--- src/sv/sorted_array_list_macros.svh ---
// Assertion macros for the sorted array list.
`ifndef SORTED_ARRAY_LIST_MACROS_SVH
`define SORTED_ARRAY_LIST_MACROS_SVH

`ifndef SYNTHESIS

`define SAL_ASSERT(label, prop) \
    label: assert property (@(posedge clk) disable iff (!rst_n) prop) \
        else $error("sorted_array_list: property failed");

`define SAL_ASSERT_NEVER(label, cond) \
    label: assert property (@(posedge clk) disable iff (!rst_n) !(cond)) \
        else $error("sorted_array_list: forbidden condition seen");

`else

`define SAL_ASSERT(label, prop)

`define SAL_ASSERT_NEVER(label, cond)

`endif

`endif

--- src/sv/sal_pkg.sv ---
// Package: sizes, command and status codes, and memory request type.
`default_nettype none

package sal_pkg;

    localparam int CAPACITY    = 128;
    localparam int ADDR_W      = (CAPACITY > 1) ? $clog2(CAPACITY) : 1;
    localparam int CNT_W       = $clog2(CAPACITY + 1);
    localparam int VALUE_W     = 32;
    localparam int COUNT_OUT_W = 8;

    localparam logic [1:0] KIND_INSERT = 2'd0;
    localparam logic [1:0] KIND_DELETE = 2'd1;
    localparam logic [1:0] KIND_LOOKUP = 2'd2;
    localparam logic [1:0] KIND_CLEAR  = 2'd3;

    localparam logic [1:0] STATUS_DONE   = 2'd0;
    localparam logic [1:0] STATUS_FULL   = 2'd1;
    localparam logic [1:0] STATUS_ABSENT = 2'd2;

    typedef struct packed {
        logic               we;
        logic [ADDR_W-1:0]  waddr;
        logic [VALUE_W-1:0] wdata;
        logic               re;
        logic [ADDR_W-1:0]  raddr;
    } mem_req_t;

endpackage

`default_nettype wire

--- src/sv/sal_mem.sv ---
// Entry store: one write port, one read port with registered read data.
`default_nettype none

module sal_mem
    import sal_pkg::*;
(
    input  wire logic               clk,
    input  wire mem_req_t           req,
    output      logic [VALUE_W-1:0] rdata
);

    logic [VALUE_W-1:0] mem [CAPACITY];

    always_ff @(posedge clk)
    begin
        if (req.we)
        begin
            mem[req.waddr] <= req.wdata;
        end
        if (req.re)
        begin
            rdata <= mem[req.raddr];
        end
    end

endmodule

`default_nettype wire

--- config.mk ---
export PLATFORM = sky130hd
export DESIGN_NAME = sal_mem
export DESIGN_NICKNAME = d
export VERILOG_FILES = /design/src/sv/sorted_array_list_macros.svh /design/src/sv/sal_pkg.sv /design/src/sv/sal_mem.sv
export SDC_FILE = /design/constraint.sdc
export NUM_CORES = 2
export LEC_CHECK = 0
export BUFFER_PORTS_ARGS = -buffer_cell sky130_fd_sc_hd__buf_2
export CORE_MARGIN = 3
export CORE_UTILIZATION = 45
export DETAILED_ROUTE_END_ITERATION = 16
export GPL_ROUTABILITY_DRIVEN = 0
export PLACE_DENSITY_LB_ADDON = 0.3
export SKIP_LAST_GASP = 1
export SLEW_MARGIN = 10
export SYNTH_ARGS = -nofsm -noshare
export SYNTH_HDL_FRONTEND = slang
export SYNTH_SLANG_ARGS = --single-unit
--- constraint.sdc ---
create_clock -name clk -period 4.48 [get_ports clk]
set_clock_uncertainty 0.2 [all_clocks]
set_input_delay 0.224 -clock clk [delete_from_list [all_inputs] [get_ports clk]]
set_output_delay 0.224 -clock clk [all_outputs]
set_load 0.01 [all_outputs]
==> flow_summary_export.csv <==
group,metric,value,unit
status,run_status,"complete, no violations",
global_route,grt_start_max_net_pins,129,
clocking,post_cts_buffers,0,
clocking,clock-sinks,4128,
die,floorplan.die.width,595.9,um
detailed_routing,avgViaCountPerCell,6.216,
pwr,pwr_density_cell,446.3,mW/mm^2
detailed_routing,detail_route.drc_violations,0,
die,core.rowCount,215,
synth,yosys_warnings,0,
clocking,clock_tree.buffer_depth,4,
timing,timing_max_transition_violations_final,0,
clocking,cts_made_buffers,409,
clocking,clk_pin_slew,0.06,ns
cells_and_area,area_growth,14.68,%
timing,final_setup_vio_count,0,
global_route,via_count_of_the_first_global_routing_pass,72180,
timing,final-hold-violation-count,0,
synth,synthesis.instances,5990,
cells_and_area,final_layout_size_suffix_gt1_frac,0.3628,
timing,grt_setup_unrepaired,"no",
pwr,ir_worst_vdd,0.3819,mV
die,start_util,0.4544,
placed_design,dpl_worst_slack,0.5016,ns
critical_path,worstPathArrival,3.90,ns
timing,final_period_minus_worst_setup_slack,3.395,ns
pwr,total_leakage_power,54.91,nW
detailed_routing,first_pass_iters,6,
cells_and_area,postLayoutCoreUtil,0.5212,
timing,setup_slack,1.085,ns
clocking,cts_htree_levels,5,
global_route,grt_pass1_wl,576100,um
die,io_pins,81,
timing,worst_slew_margin_rel,0.1619,
flow_run,cap_viol_max_count,0,
die,fp.coreArea,0.3446,sq mm
synth,syn_area_per_cell,26.14,sq um
placed_design,detailedPlacementHpwl,231700,um
critical_path,ff2ff_setup_slack,1.09,ns
timing,setup_total_negative_slack,0,ns
cells_and_area,filler_cell_count,25700,
critical_path,cp_data_required_time,4.99,ns
synth,ys_top_cells_by_area,"sky130_fd_sc_hd__edfxtp_1 (79%), sky130_fd_sc_hd__mux4_2 (19%), sky130_fd_sc_hd__clkbuf_1 (0.44%), sky130_fd_sc_hd__nor2_1 (0.29%), sky130_fd_sc_hd__buf_2 (0.25%)",
die,die_area,0.3551,sq mm
worst_hold_path,path_category_of_the_worst_min_delay_check,"input port to register",
synth,combined_area_of_all_synthesized_cells,0.1566,sq mm
cells_and_area,nNetsFinal,6607,
clocking,clock_tree_from_tritoncts,"yes",
global_route,grt_antenna_before_repair,77,
synth,post-synth-top-area-fraction,0.7916,
critical_path,critical_path_class,"register to register",
global_route,total_grt_overflow,0,
synth,synthesized_netlist_net_count,6039,
detailed_routing,detail_route.iter0.violations,10600,
detailed_routing,wl_per_cell,35.75,um
synth,netlist.top_cell.by_area,"sky130_fd_sc_hd__edfxtp_1",
synth,yosysUniqueCellTypes,16,
critical_path,worstSetupStartpointType,"register",
timing,min_period_over_period,0.7578,
timing,transition_at_the_pin_with_the_smallest_max_transition_slack,1.257,ns
placed_design,io_buffer_count,80,
global_route,grt_util_all_layers,0.2327,
synth,synth.ff_latch_count,4128,
detailed_routing,routed_wirelength,411700,um
clocking,insertion_delay,0.97,ns
critical_path,cp_max_fo,1,
synth,synth.yosys.seq_area_share,0.7916,
detailed_routing,detailroute.via_count,71570,
die,die_boundary_height,595.9,um
detailed_routing,postRouteAntennaNets,0,
critical_path,worstSetupEndpointType,"register",
timing,clock.fmax,294.6,MHz
clocking,cts_root_buf,"sky130_fd_sc_hd__clkbuf_16",
kinds of logic (layout without fill, tap and decap cells):
| logic type | after synthesis | after routing | synth area share |
|---|---|---|---|
| simple gates | 170 | 170 | 0.004450 |
| buf+inv | 316 | 1219 | 0.008373 |
| other cells | 0 | 65 | 0 |
| mux | 1376 | 1376 | 0.1956 |
| flops | 4128 | 4128 | 0.7916 |
report_power, final:
| part | switching, mW | internal, mW | total [mW] |
|---|---|---|---|
| clock network | 14.4 | 18.7 | 33.1 |
| logic | 2.55 | 1.65 | 4.19 |
| registers | 0.158 | 42.7 | 42.9 |
| total | 17.1 | 63.0 | 80.1 |
timing repair:
action,4_1_cts,5_1_grt
hold endpoints to repair,2920,0
resized for setup,0,0
hold buffers,47,0
flip-flops by register name (all words and copies together) (netlist names):
register  count
mem        4096
rdata        32
critical path, cell delays in order (launching register included):
cell and delay [ns]:
sky130_fd_sc_hd__edfxtp_1 0.37, sky130_fd_sc_hd__mux4_2 0.48, sky130_fd_sc_hd__mux4_2 0.62, sky130_fd_sc_hd__mux4_2 0.63
sky130_fd_sc_hd__mux2_2 0.30, sky130_fd_sc_hd__dlygate4sd3_1 0.56
synth_stat cells:
library cell,instances
sky130_fd_sc_hd__nor2_1,122
sky130_fd_sc_hd__mux4_2,1344
sky130_fd_sc_hd__nand2b_1,2
sky130_fd_sc_hd__nand4_1,3
sky130_fd_sc_hd__nor3_1,9
sky130_fd_sc_hd__edfxtp_1,4128
sky130_fd_sc_hd__clkbuf_1,182
sky130_fd_sc_hd__mux2_2,32
sky130_fd_sc_hd__buf_4,3
sky130_fd_sc_hd__nand3_1,12
sky130_fd_sc_hd__nor2b_1,7
sky130_fd_sc_hd__buf_2,79
sky130_fd_sc_hd__or3_1,1
sky130_fd_sc_hd__buf_1,50
sky130_fd_sc_hd__buf_6,2
sky130_fd_sc_hd__nand2_1,14
cells in the final DEF, fill, tap and decap left out, drive strengths merged:
cell type    netlist  final
inv                0     14
or3                1      1
nor2b              7      7
clkinvlp           0     11
nand3             12     12
bufinv             0     30
diode              0     65
nand2             14     14
dlygate4sd3        0     47
clkinv             0    190
nor2             122    122
nor3               9      9
nand2b             2      2
edfxtp          4128   4128
buf              134    426
nand4              3      3
mux2              32     32
mux4            1344   1344
clkbuf           182    501
worst paths after layout:
| path | cells after the start | endpoint | startpoint |
|---|---|---|---|
| setup / recovery | 5 | rdata[15]$_DFFE_PP_ | mem[53][15]$_DFFE_PP_ |
| hold / removal | 2 | mem[22][10]$_DFFE_PP_ | req[18] |
| setup reg to reg | 5 | rdata[15]$_DFFE_PP_ | mem[53][15]$_DFFE_PP_ |
| hold reg to reg | 4 | rdata[27]$_DFFE_PP_ | mem[76][27]$_DFFE_PP_ |
layout make-up:
| class | instances | area [sq um] | area share |
|---|---|---|---|
| antenna | 65 | 162.7 | 0.0009057 |
| clock inverter | 245 | 2187 | 0.01218 |
| sequential | 4128 | 124000 | 0.6902 |
| multi-input combinational | 1546 | 32290 | 0.1798 |
| tap | 4557 | 5702 | 0.03175 |
| timing repair buffer | 473 | 4621 | 0.02573 |
| clock buffer | 501 | 10670 | 0.05939 |
per-stage QoR:
step	cell area [sq um]	power (mW)	hold WS (ns)	instances
after floorplan	156600	45.63	0.1229	5990
after CTS	179400	80.68	0.04030	11450
after global placement	166100	47.78	0.4857	10660
after global routing	179500	82.36	0.06962	11500
final	179600	80.14	0.1114	11520
after detailed placement	166100	47.86	0.5019	10660
metal layers:
metal	global-route usage	wire, um	up-vias
li1	-	-	27690
met1	0.3283	157300	39460
met2	0.3664	198900	3828
met3	0.04745	41740	569
met4	0.07778	13640	22
met5	0	144	-
(Power assumes the default switching activity.)
